==> config.mk <==
export PLATFORM = sky130hd
export DESIGN_NAME = utf8_latin1_case_mapper_unit
export DESIGN_NICKNAME = d
export VERILOG_FILES = /design/src/hw/rtl/ucm_pkg.sv /design/src/hw/rtl/ucm_front.sv /design/src/hw/rtl/ucm_queue.sv /design/src/hw/rtl/ucm_back.sv /design/src/hw/rtl/utf8_latin1_case_mapper_unit.sv
export SDC_FILE = /design/constraint.sdc
export NUM_CORES = 1
export LEC_CHECK = 0
export BUFFER_PORTS_ARGS = -buffer_cell sky130_fd_sc_hd__buf_4
export CORE_MARGIN = 4
export CORE_UTILIZATION = 40
export CTS_BUF_LIST = sky130_fd_sc_hd__clkbuf_16
export CTS_CLUSTER_DIAMETER = 30
export DETAILED_ROUTE_END_ITERATION = 10
export PLACE_DENSITY_LB_ADDON = 0.3
export SLEW_MARGIN = 40
export SYNTH_ARGS = -nofsm -noshare
export SYNTH_HDL_FRONTEND = slang
export SYNTH_HIERARCHICAL = 1
export SYNTH_SLANG_ARGS = --single-unit
==> constraint.sdc <==
create_clock -name clk -period 4.85 [get_ports clk]
set_clock_uncertainty 0.05 [all_clocks]
set_input_delay 0.97 -clock clk [delete_from_list [all_inputs] [get_ports clk]]
set_output_delay 0.97 -clock clk [all_outputs]
set_load 0.005 [all_outputs]
==> src/hw/rtl/ucm_pkg.sv <==
// ----------------------------------------------------------------------------
// ucm_pkg
// Shared types and constants for the UTF-8 / Latin-1 case mapper.
// ----------------------------------------------------------------------------
`default_nettype none

package ucm_pkg;

  typedef struct packed {
    logic [7:0] in_byte;
    logic       in_last;
  } in_item_t;

  typedef struct packed {
    logic [7:0] out_byte;
    logic       out_last;
    logic       out_error;
  } out_item_t;

  // One queue entry: the results caused by one input byte (one or two beats)
  typedef struct packed {
    logic      two;
    out_item_t first;
    out_item_t second;
  } res_pair_t;

  localparam int QDEPTH = 4;
  localparam int QAW    = $clog2(QDEPTH);

endpackage

`default_nettype wire

==> src/hw/rtl/ucm_front.sv <==
// ----------------------------------------------------------------------------
// ucm_front
// Accepts string bytes, tracks sequence state and builds the result entries.
// ----------------------------------------------------------------------------
`default_nettype none

module ucm_front (
  input  logic              clk,
  input  logic              rst,
  input  logic              push,
  output logic              full,
  input  ucm_pkg::in_item_t in_item,
  input  logic              upper_mode,
  input  logic              q_full,
  output logic              q_push,
  output ucm_pkg::res_pair_t q_data
);
  import ucm_pkg::*;

  localparam logic [7:0]  CASE_DELTA8  = 8'h20;
  localparam logic [10:0] CASE_DELTA11 = 11'h020;

  logic [1:0] cont_left, cont_left_next;
  logic [4:0] held_bits, held_bits_next;
  logic       pending,   pending_next;
  logic       err_seen,  err_seen_next;

  logic       accept;
  logic       has_res;
  logic       bad;
  logic [7:0] b;
  logic       last;
  logic [10:0] cp;
  logic [10:0] cp_mapped;
  res_pair_t  ent;

  function automatic logic [7:0] map_ascii(input logic [7:0] v, input logic up);
    logic [7:0] r;
    r = v;
    if (up && v >= 8'h61 && v <= 8'h7A) begin
      r = v - CASE_DELTA8;
    end else if (!up && v >= 8'h41 && v <= 8'h5A) begin
      r = v + CASE_DELTA8;
    end
    return r;
  endfunction

  function automatic logic [10:0] map_latin1(input logic [10:0] v, input logic up);
    logic [10:0] r;
    r = v;
    if (up && v >= 11'h0E0 && v <= 11'h0FE && v != 11'h0F7) begin
      r = v - CASE_DELTA11;
    end else if (!up && v >= 11'h0C0 && v <= 11'h0DE && v != 11'h0D7) begin
      r = v + CASE_DELTA11;
    end
    return r;
  endfunction

  assign b         = in_item.in_byte;
  assign last      = in_item.in_last;
  assign full      = q_full;
  assign accept    = push && !q_full;
  assign q_push    = accept && has_res;
  assign q_data    = ent;
  assign cp        = {held_bits, b[5:0]};
  assign cp_mapped = map_latin1(cp, upper_mode);

  always_comb begin
    has_res        = 1'b0;
    bad            = 1'b0;
    ent            = '0;
    cont_left_next = cont_left;
    held_bits_next = held_bits;
    pending_next   = pending;
    err_seen_next  = err_seen;

    if (err_seen) begin
      // rest of a failed string is dropped; only its end is reported
      if (last) begin
        has_res             = 1'b1;
        ent.first.out_last  = 1'b1;
        ent.first.out_error = 1'b1;
      end
    end else if (pending) begin
      if (b[7:6] != 2'b10) begin
        bad = 1'b1;
      end else begin
        has_res              = 1'b1;
        ent.two              = 1'b1;
        ent.first.out_byte   = {3'b110, cp_mapped[10:6]};
        ent.second.out_byte  = {2'b10, cp_mapped[5:0]};
        ent.second.out_last  = last;
        pending_next         = 1'b0;
        held_bits_next       = '0;
      end
    end else if (cont_left != 2'd0) begin
      if (b[7:6] != 2'b10 || (last && cont_left > 2'd1)) begin
        bad = 1'b1;
      end else begin
        has_res            = 1'b1;
        ent.first.out_byte = b;
        ent.first.out_last = last;
        cont_left_next     = cont_left - 2'd1;
      end
    end else if (!b[7]) begin
      has_res            = 1'b1;
      ent.first.out_byte = map_ascii(b, upper_mode);
      ent.first.out_last = last;
    end else if (b[7:5] == 3'b110) begin
      if (last) begin
        bad = 1'b1;
      end else begin
        held_bits_next = b[4:0];
        pending_next   = 1'b1;
      end
    end else if (b[7:4] == 4'b1110) begin
      if (last) begin
        bad = 1'b1;
      end else begin
        has_res            = 1'b1;
        ent.first.out_byte = b;
        cont_left_next     = 2'd2;
      end
    end else if (b[7:3] == 5'b11110) begin
      if (last) begin
        bad = 1'b1;
      end else begin
        has_res            = 1'b1;
        ent.first.out_byte = b;
        cont_left_next     = 2'd3;
      end
    end else begin
      bad = 1'b1;
    end

    if (bad) begin
      has_res             = 1'b1;
      ent                 = '0;
      ent.first.out_last  = last;
      ent.first.out_error = 1'b1;
      err_seen_next       = 1'b1;
    end

    if (last) begin
      cont_left_next = '0;
      held_bits_next = '0;
      pending_next   = 1'b0;
      err_seen_next  = 1'b0;
    end
  end

  always_ff @(posedge clk) begin
    if (rst) begin
      cont_left <= '0;
      held_bits <= '0;
      pending   <= 1'b0;
      err_seen  <= 1'b0;
    end else if (accept) begin
      cont_left <= cont_left_next;
      held_bits <= held_bits_next;
      pending   <= pending_next;
      err_seen  <= err_seen_next;
    end
  end

endmodule

`default_nettype wire

==> src/hw/rtl/ucm_queue.sv <==
// ----------------------------------------------------------------------------
// ucm_queue
// Short register queue of result entries between front and back.
// ----------------------------------------------------------------------------
`default_nettype none

module ucm_queue (
  input  logic               clk,
  input  logic               rst,
  input  logic               wr,
  input  ucm_pkg::res_pair_t wr_data,
  output logic               q_full,
  input  logic               rd,
  output logic               q_empty,
  output ucm_pkg::res_pair_t head
);
  import ucm_pkg::*;

  res_pair_t        slots [QDEPTH];
  logic [QAW-1:0]   wr_ptr;
  logic [QAW-1:0]   rd_ptr;
  logic [QAW:0]     count;
  logic [QAW:0]     count_next;

  assign q_full  = (count == QDEPTH[QAW:0]);
  assign q_empty = (count == '0);
  assign head    = slots[rd_ptr];

  always_comb begin
    count_next = count;
    if (wr && !rd) begin
      count_next = count + 1'b1;
    end else if (rd && !wr) begin
      count_next = count - 1'b1;
    end
  end

  always_ff @(posedge clk) begin
    if (rst) begin
      wr_ptr <= '0;
      rd_ptr <= '0;
      count  <= '0;
    end else begin
      if (wr) begin
        wr_ptr <= wr_ptr + 1'b1;
      end
      if (rd) begin
        rd_ptr <= rd_ptr + 1'b1;
      end
      count <= count_next;
    end
  end

  always_ff @(posedge clk) begin
    if (wr) begin
      slots[wr_ptr] <= wr_data;
    end
  end

endmodule

`default_nettype wire

==> src/hw/rtl/ucm_back.sv <==
// ----------------------------------------------------------------------------
// ucm_back
// Splits queue entries into single result beats for the output side.
// ----------------------------------------------------------------------------
`default_nettype none

module ucm_back (
  input  logic               clk,
  input  logic               rst,
  input  logic               q_empty,
  input  ucm_pkg::res_pair_t head,
  output logic               q_pop,
  output logic               empty,
  input  logic               pop,
  output ucm_pkg::out_item_t out_item
);
  import ucm_pkg::*;

  logic sub;     // second beat of a two-beat entry is showing
  logic taken;

  assign empty    = q_empty;
  assign out_item = sub ? head.second : head.first;
  assign taken    = pop && !q_empty;
  assign q_pop    = taken && (!head.two || sub);

  always_ff @(posedge clk) begin
    if (rst) begin
      sub <= 1'b0;
    end else if (taken) begin
      sub <= head.two && !sub;
    end
  end

endmodule

`default_nettype wire

==> src/hw/rtl/utf8_latin1_case_mapper_unit.sv <==
// ----------------------------------------------------------------------------
// utf8_latin1_case_mapper_unit
// UTF-8 string case mapper for ASCII and Latin-1 supplement letters.
// ----------------------------------------------------------------------------
// Input channel: push / full, one string byte per beat with a last flag.
// Output channel: empty / pop, one mapped byte per beat with last and error.
// The results of an accepted byte are registered in the result queue, whose
// head drives the output beats. One byte is taken every cycle while the
// four-entry result queue has room; a two-byte lead gives no beat and its
// continuation gives two, so pairs average one beat per byte.
// On an invalid string a single beat with error set and a zero byte is
// given, later bytes are dropped, and the last byte gives a final error beat.
// upper_mode (cfg_wr_en / cfg_wr_data) selects upper (1) or lower (0) case;
// write it only while the block is idle.
// Reset empties the queue, clears the sequence state and sets lower case.
// When the receiver stalls the queue fills and full rises; no beat is lost.
// ----------------------------------------------------------------------------
`default_nettype none

module utf8_latin1_case_mapper_unit (
  input  logic               clk,
  input  logic               rst,
  input  logic               cfg_wr_en,
  input  logic               cfg_wr_data,
  input  logic               push,
  output logic               full,
  input  ucm_pkg::in_item_t  in_item,
  output logic               empty,
  input  logic               pop,
  output ucm_pkg::out_item_t out_item
);
  import ucm_pkg::*;

  logic      upper_mode;
  logic      q_full;
  logic      q_empty;
  logic      q_push;
  logic      q_pop;
  res_pair_t q_data;
  res_pair_t head;

  always_ff @(posedge clk) begin
    if (rst) begin
      upper_mode <= 1'b0;
    end else if (cfg_wr_en) begin
      upper_mode <= cfg_wr_data;
    end
  end

  ucm_front u_front (
    .clk        (clk),
    .rst        (rst),
    .push       (push),
    .full       (full),
    .in_item    (in_item),
    .upper_mode (upper_mode),
    .q_full     (q_full),
    .q_push     (q_push),
    .q_data     (q_data)
  );

  ucm_queue u_queue (
    .clk     (clk),
    .rst     (rst),
    .wr      (q_push),
    .wr_data (q_data),
    .q_full  (q_full),
    .rd      (q_pop),
    .q_empty (q_empty),
    .head    (head)
  );

  ucm_back u_back (
    .clk      (clk),
    .rst      (rst),
    .q_empty  (q_empty),
    .head     (head),
    .q_pop    (q_pop),
    .empty    (empty),
    .pop      (pop),
    .out_item (out_item)
  );

endmodule

`default_nettype wire

==> results of run 1 <==
## state kept, by name, indices dropped and copies added, names as in the netlist, named ones only
name / flops
u_queue/slots: 84
u_front/held_bits: 5
u_queue/count: 3
u_front/cont_left: 2
u_queue/rd_ptr: 2
u_queue/wr_ptr: 2
u_back/sub: 1
u_front/err_seen: 1
u_front/pending: 1
upper_mode: 1
## synth_stat cells (all sizes together), types with 5 or more instances
cell type  instances  area share
nand2             16       0.012
nor3               8      0.0088
dfxtp             20       0.078
edfxtp            84        0.49
buf               18       0.028
inv               13      0.0096
nor2              26       0.020
mux2i              7       0.014
mux4              21       0.093
clkbuf             5      0.0037
nor2b              7       0.010
a21oi             14       0.014
and2              13       0.017
mux2              12       0.034
o21ai              7      0.0069
ha                12       0.029
## layout make-up
| cell class | instances | area [um^2] |
|---|---|---|
| Clock buffer | 9 | 225 |
| Clock inverter | 7 | 62.6 |
| Fill cell | 1093 | 6570 |
| Inverter | 13 | 48.8 |
| Multi-Input combinational cell | 218 | 1980 |
| Sequential cell | 104 | 2920 |
| Tap cell | 168 | 210 |
| Timing Repair Buffer | 32 | 240 |
## kinds of logic after synthesis
kind of cell    count (synthesis)  share of synthesized area
mux                            40                      0.141
xor+xnor                        5                    0.00858
other cells                     1                   0.000735
buf+inv                        36                     0.0409
fa+ha+maj                      13                     0.0333
flops                         104                      0.573
simple gates                  102                      0.114
compound gates                 56                     0.0883
## worst min-delay path, stage by stage, from the launching register on
cell     delay, ns
dfxtp_1       0.33
nand2_1       0.06
a21oi_1       0.05
## routing by layer
| metal | global-route usage | wire length (um) | up-vias |
|---|---|---|---|
| li1 | - | - | 1414 |
| met4 | 0.0517 | 125 | 0 |
| met5 | 0 | 0 | - |
| met3 | 0.0247 | 403 | 11 |
| met2 | 0.237 | 4950 | 83 |
| met1 | 0.190 | 4620 | 1502 |
## worst max-delay path by stage
stage                                  end  startpoint  cells past startpoint
final                     u_queue/count[2]  in_item[6]                     14
after floorplan           u_queue/count[2]  in_item[6]                     14
after CTS                 u_queue/count[2]  in_item[6]                     14
after global routing      u_queue/count[2]  in_item[6]                     14
after global placement    u_queue/count[2]  in_item[6]                     14
after detailed placement  u_queue/count[2]  in_item[6]                     14
## report_power, final
group          switching, mW  total, mW  leakage (nW)  internal, mW
clock network          0.298      0.693         0.144         0.395
logic                  0.288      0.634         0.878         0.345
registers             0.0744       1.15         0.925          1.07
total                  0.661       2.48          1.95          1.82
## layout by cell type, fill, tap and decap left out, types with 3 or more instances in the layout
cell	count
nand3b_1	3
mux2i_1	7
nor2b_1	6
nor2_1	24
inv_1	12
a211oi_1	3
a21oi_1	13
ha_1	12
nor3b_1	3
o21ai_0	4
and2_1	10
buf_4	32
nand2b_1	3
o21ai_1	3
a31oi_1	4
nor3_1	7
o2111ai_1	3
and3_1	3
nand2_1	15
clkbuf_16	9
nand4_1	4
edfxtp_1	84
mux4_2	20
dfxtp_1	19
nand3_1	3
clkinv_1	3
xor2_1	3
nand4b_1	3
mux2_4	10
==> reports/metrics.csv, run 1 <==
stage;metric;value;unit
floorplanning;core area;12300;um^2
worst_setup_path;R2R Setup Slk;1.08;ns
logic_synthesis;flops & latches, synth;104;
layout;# nets final;406;
layout;final non-filler cell total;551;
timing;worst hold slack;0.449;ns
pwr;total power;2.48;mW
cts;hold_buf cts;0;
timing;Final TNS setup;0;ns
cts;CTS Buffer Depth;2;
placement;DP Cell Count;535;
timing;post-route setup slack;0.724;ns
layout;synth-to-layout area growth;11.5;%
worst_setup_path;Worst R2R Path Depth;14;
timing;RSZ-0062 raised after global routing;no;
timing;fmax;242;MHz
logic_synthesis;number of synthesized flops with an enable pin;84;
placement;IO buf count;26;
timing;fin crit period;4.13;ns
floorplanning;Die Span X;121;um
floorplanning;die area;14600;um^2
cts;clock root buffer master;clkbuf_16;
floorplanning;die height;121;um
worst_setup_path;Critical Path End Type;flip-flop;
drt;drt total wl;10100;um
grt;initial antenna violation count;0;
floorplanning;row count;40;
cts;CTS Buf Count;9;
worst_setup_path;CP required;5.07;ns
worst_hold_path;hold path endpoint;u_front/held_bits[2];
worst_setup_path;Startpoint Class;input port;
run_status;status;finished clean;
placement;placed cell area;5400;um^2
timing;period utilization;0.851;
worst_hold_path;hold path start;u_front/held_bits[2];
logic_synthesis;average size of a mapped cell;14.3;um^2
grt;largest net degree at the start of global routing;23;
worst_setup_path;WP data arrival;4.35;ns
drt;number of DRC markers in iteration 0;211;
floorplanning;I/O Pins;27;
drt;DR DRC count;0;
logic_synthesis;Synth Cell Area;5100;um^2
layout;final core utilization;0.464;
cts;CTS tree;done;
cts;clock sink count;104;
drt;Initial DRT Pass Iterations;4;
timing;Final Setup Violations;0;
worst_setup_path;slowest stage delay, CP;0.45;ns
placement;Post-DP HPWL;6730;um
logic_synthesis;Async SR Flop Fraction;0;
pwr;VDD IR-drop max;0.185;mV
timing;Pins Over Slew Limit;0;
logic_synthesis;register area share after synthesis;0.573;
cts;Worst-path clk slew;0.06;ns
worst_hold_path;Hold/Removal Path Class;reg -> reg;
worst_setup_path;r2r endpoint;u_queue/count[2];
grt;first-pass GRT wire length;16100;um
logic_synthesis;library cells used by synthesis;71;
cts;depth of the CTS H-tree;3;
timing;Max transition margin;0.530;
floorplanning;Initial Util;0.416;
logic_synthesis;Main synth FF type;edfxtp_1;
cts;Resized cells post-CTS;0;
worst_hold_path;Hold Path Depth;2;
grt;GRT Util Overall;0.143;
worst_setup_path;cell family with most CP delay;compound AO/OA/AOI/OAI gates;
timing;worst slew pin tran;0.704;ns
cts;Post-CTS Setup Bufs;0;
layout;fin area;5690;um^2
pwr;leakage;1.95;nW
placement;GPL Wtd Cong;0.905;
timing;Final Hold Viols;0;
drt;post-DR wirelength/cell;18.3;um
drt;Final ANT Viol Nets;0;
cts;clk_lat worst skew;0.34;ns
logic_synthesis;yosys warns;6;
drt;Avg Vias per Cell;5.46;
layout;n_diodes;0;
worst_setup_path;number of buffers and inverters on the critical path;4;
layout;layout cell share with drive strength beyond 1;0.253;
worst_setup_path;Max Fanout on Critical Path;13;
placement;pre-CTS WS;0.413;ns
drt;vias;3010;
worst_setup_path;Crit Path Class;in -> reg;
grt;vias in the first global route;3091;
run;total of max-cap violations;0;
worst_setup_path;Cell Chain, Critical Path;buf_4 -> inv_1 -> ha_1 -> a211o_1 -> nand2_2 -> o31ai_4 -> inv_2 -> a31oi_1 -> ha_1 -> inv_1 -> fa_1 -> xor2_1 -> or3_1 -> a21oi_1;
pwr;Pwr Density;435;nW/um^2
worst_setup_path;worst r2r src;u_front/cont_left[1];
logic_synthesis;Synth Instances;357;
worst_setup_path;critical path's slowest cell;a31oi_1;
grt;global route total overflow;0;
Power figures use the tool's default switching activity.
==> run 2: changes to the inputs <==
--- a/config.mk
+++ b/config.mk
@@ -5,6 +5,7 @@
 export SDC_FILE = /design/constraint.sdc
 export NUM_CORES = 1
 export LEC_CHECK = 0
+export ABC_AREA = 1
 export BUFFER_PORTS_ARGS = -buffer_cell sky130_fd_sc_hd__buf_4
 export CORE_MARGIN = 4
 export CORE_UTILIZATION = 40
==> reports/metrics.csv, run 2 <==
stage;metric;value;unit;change
logic_synthesis;Simple-Gate Fraction of Synth Area;0.206;;was 0.114
grt;global route total overflow;0;;unchanged
logic_synthesis;Compound-Gate Fraction of Synth Area;0.122;;was 0.0883
grt;first-pass GRT wire length;18900;um;was 16100 um
worst_setup_path;Critical Path End Type;flip-flop;;unchanged
drt;Avg Vias per Cell;5.19;;was 5.46
layout;layout cell share with drive strength beyond 1;0.153;;was 0.253
logic_synthesis;average size of a mapped cell;9.51;um^2;was 14.3 um^2
placement;pre-CTS WS;1.06;ns;was 0.413 ns
logic_synthesis;adder-cell share of the synthesized area;0.0321;;was 0.0333
timing;RSZ-0062 raised after global routing;no;;unchanged
floorplanning;die area;15100;um^2;was 14600 um^2
pwr;total power;2.73;mW;was 2.48 mW
floorplanning;die height;123;um;was 121 um
worst_setup_path;CP required;5.08;ns;was 5.07 ns
worst_hold_path;Hold Path Depth;1;;was 2
cts;depth of the CTS H-tree;3;;unchanged
floorplanning;core area;12800;um^2;was 12300 um^2
cts;CTS tree;done;;unchanged
cts;CTS Buf Count;9;;unchanged
worst_setup_path;r2r endpoint;u_queue/count[2];;unchanged
layout;final core utilization;0.458;;was 0.464
floorplanning;I/O Pins;27;;unchanged
worst_setup_path;Max Fanout on Critical Path;10;;was 13
logic_synthesis;Main synth FF type;edfxtp_1;;unchanged
floorplanning;Die Span X;123;um;was 121 um
pwr;Pwr Density;466;nW/um^2;was 435 nW/um^2
worst_setup_path;Worst R2R Path Depth;17;;was 14
logic_synthesis;flops & latches, synth;104;;unchanged
drt;drt total wl;11600;um;was 10100 um
logic_synthesis;Synth Instances;557;;was 357
cts;clk_lat worst skew;0.34;ns;about the same
drt;Initial DRT Pass Iterations;5;;was 4
logic_synthesis;Yosys top cell area share;0.476;;was 0.494
timing;period utilization;0.709;;was 0.851
logic_synthesis;synth top area cells;edfxtp_1, dfxtp_1, nand2_1, nor2_1, inv_1;;was edfxtp_1, mux4_2, dfxtp_1, ha_1, mux2_4
layout;most common cell after layout, fill and taps aside;nand2_1;;was edfxtp_1
logic_synthesis;largest family of logic cells by synthesized area;simple AND/OR/NAND/NOR gates;;was multiplexers
cts;clock sink count;104;;unchanged
drt;post-DR wirelength/cell;15.4;um;was 18.3 um
logic_synthesis;count leader, synth;nand2_1;;was edfxtp_1
timing;worst slew pin tran;0.622;ns;was 0.704 ns
grt;GR Util met3;0.0274;;was 0.0247
drt;Final ANT Viol Nets;0;;unchanged
pwr;Int Power;1.85;mW;was 1.82 mW
grt;initial antenna violation count;0;;unchanged
grt;GRT Util Overall;0.163;;was 0.143
layout;fin area;5850;um^2;was 5690 um^2
grt;busiest grt layer;met2;;unchanged
timing;post-route setup slack;1.41;ns;was 0.724 ns
worst_setup_path;Startpoint Class;input port;;unchanged
logic_synthesis;number of synthesized flops with an enable pin;84;;unchanged
drt;DR DRC count;0;;unchanged
layout;most frequent cells in the layout;nand2_1, edfxtp_1, nor2_1, inv_1, o21ai_0;;was edfxtp_1, buf_4, nor2_1, mux4_2, dfxtp_1
grt;vias in the first global route;3696;;was 3091
pwr;Seq pwr share;0.430;;was 0.464
run;total of max-cap violations;0;;unchanged
logic_synthesis;mux contribution to synthesized area;0;;was 0.141
layout;max FFs per register;84;;unchanged
grt;GR Util met2;0.265;;was 0.237
grt;GR Layer Usage met1;0.220;;was 0.190
drt;number of DRC markers in iteration 0;271;;was 211
pwr;VDD IR-drop max;0.206;mV;was 0.185 mV
logic_synthesis;Commonest cells post-synth;nand2_1, edfxtp_1, nor2_1, inv_1, o21ai_0;;was edfxtp_1, nor2_1, dfxtp_1, mux4_2, nand2_1
placement;GPL Wtd Cong;0.957;;was 0.905
cts;hold_buf cts;0;;unchanged
pwr;Combinational Power Share;0.292;;was 0.256
timing;Final Setup Violations;0;;unchanged
logic_synthesis;library cells used by synthesis;37;;was 71
pwr;Clock Power Share;0.278;;was 0.280
worst_setup_path;R2R Setup Slk;1.74;ns;was 1.08 ns
worst_setup_path;worst r2r src;u_front/cont_left[0];;was u_front/cont_left[1]
placement;placed cell area;5540;um^2;was 5400 um^2
timing;fmax;291;MHz;was 242 MHz
timing;fin crit period;3.44;ns;was 4.13 ns
layout;synth-to-layout area growth;10.5;%;was 11.5%
run_status;status;finished clean;;unchanged
logic_synthesis;Async SR Flop Fraction;0;;unchanged
worst_setup_path;WP data arrival;3.67;ns;was 4.35 ns
layout;# nets final;603;;was 406
drt;vias;3902;;was 3010
placement;IO buf count;26;;unchanged
logic_synthesis;Synth Cell Area;5300;um^2;was 5100 um^2
layout;n_diodes;0;;unchanged
layout;Fill cells;1202;;was 1093
logic_synthesis;register area share after synthesis;0.552;;was 0.573
pwr;switching share of power;0.322;;was 0.267
timing;Final Hold Viols;0;;unchanged
cts;Post-CTS Setup Bufs;0;;unchanged
timing;Final TNS setup;0;ns;unchanged
floorplanning;Initial Util;0.415;;was 0.416
worst_hold_path;Hold/Removal Path Class;reg -> reg;;unchanged
logic_synthesis;largest area contributor in the netlist;edfxtp_1;;unchanged
cts;Worst-path clk slew;0.07;ns;was 0.06 ns
timing;Pins Over Slew Limit;0;;unchanged
layout;Regs by FF count;u_queue/slots (84), u_front/held_bits (5), u_queue/count (3);;unchanged
floorplanning;row count;41;;was 40
pwr;NetSw;878;uW;was 661 uW
pwr;leakage;2.31;nW;was 1.95 nW
layout;Top reg by flops;u_queue/slots;;unchanged
timing;Max transition margin;0.585;;was 0.530
logic_synthesis;yosys warns;6;;unchanged
grt;largest net degree at the start of global routing;44;;was 23
worst_setup_path;Crit Path Class;in -> reg;;unchanged
cts;CTS Buffer Depth;2;;unchanged
cts;Resized cells post-CTS;0;;unchanged
placement;Post-DP HPWL;7880;um;was 6730 um
cts;clock root buffer master;clkbuf_16;;unchanged
logic_synthesis;Synth Area in XOR/XNOR;0.00661;;was 0.00858
worst_hold_path;hold path start;u_queue/rd_ptr[1];;was u_front/held_bits[2]
-- run 2: cell count changes in the layout (fill, tap and decap cells not counted), sizes merged, moves of 9 or more --
| cell | previous run | this run |
|---|---|---|
| and2 | 13 | 1 |
| o22ai | 0 | 21 |
| inv | 15 | 61 |
| mux2 | 12 | 0 |
| mux4 | 21 | 0 |
| nand3 | 3 | 20 |
| o21ai | 7 | 59 |
| nor2 | 26 | 93 |
| nand2 | 16 | 104 |
| a21oi | 14 | 23 |
| nand4 | 4 | 15 |
-- run 2: area by class of cell --
class                      count  area [um^2]  area share
tap                          172          215      0.0368
inverter                      60          233      0.0398
clock buffer                   9          225      0.0385
sequential                   104         2920       0.499
multi-input combinational    371         1950       0.333
clock inverter                 7         93.8      0.0160
timing repair buffer          29          218      0.0372
-- run 2: power groups by stage --
stage                     Clock, mW  Sequential [mW]  Combinational, mW
after floorplan                   0             1.16              0.605
after global placement            0             1.19              0.780
after detailed placement          0             1.19              0.802
after CTS                     0.780             1.17              0.804
after global routing          0.816             1.19              0.907
final                         0.759             1.17              0.796
-- run 2: worst max-delay path by stage --
| stage | endpoint | depth (start not counted) | slack (ns) | from |
|---|---|---|---|---|
| after floorplan | u_queue/count[2] | 18 | 1.62 | in_item[6] |
| after global placement | u_queue/slots[3][3] | 12 | 1.10 | in_item[6] |
| after detailed placement | u_queue/count[2] | 19 | 1.06 | in_item[6] |
| after CTS | u_queue/count[2] | 18 | 1.46 | in_item[6] |
| after global routing | u_queue/count[2] | 18 | 1.19 | in_item[6] |
| final | u_queue/count[2] | 18 | 1.41 | in_item[6] |
-- run 2: kinds of logic (layout without fill, tap and decap cells) --
logic type / after synthesis / count (layout)
other cells: 1 / 2
flops: 104 / 104
xor+xnor: 4 / 4
simple gates: 239 / 239
buf+inv: 83 / 105
fa+ha+maj: 13 / 13
compound gates: 113 / 113
-- run 2: worst max-delay path, stage by stage --
cell     delay, ns
buf_4         0.15
inv_2         0.12
ha_1          0.24
inv_1         0.11
nand2_1       0.08
inv_1         0.13
nand4_4       0.13
nand2_2       0.13
nor2_1        0.05
a31oi_1       0.48
ha_1          0.27
inv_1         0.07
fa_1          0.38
nand2_1       0.11
nand3_1       0.08
nand2_1       0.06
inv_1         0.03
nor2_1        0.08
-- run 2: per-stage QoR --
step / instances / hold slack [ns]
6_report: 752 / 0.395
5_1_grt: 752 / 0.412
3_5_place_dp: 736 / 0.387
2_1_floorplan: 558 / 0.362
4_1_cts: 752 / 0.396
3_3_place_gp: 736 / 0.377
-- run 2: metal layers --
metal / vias up / wire, um
met2: 102 / 5580
met5: - / 0
met3: 17 / 578
met4: 0 / 244
li1: 1940 / -
met1: 1843 / 5200
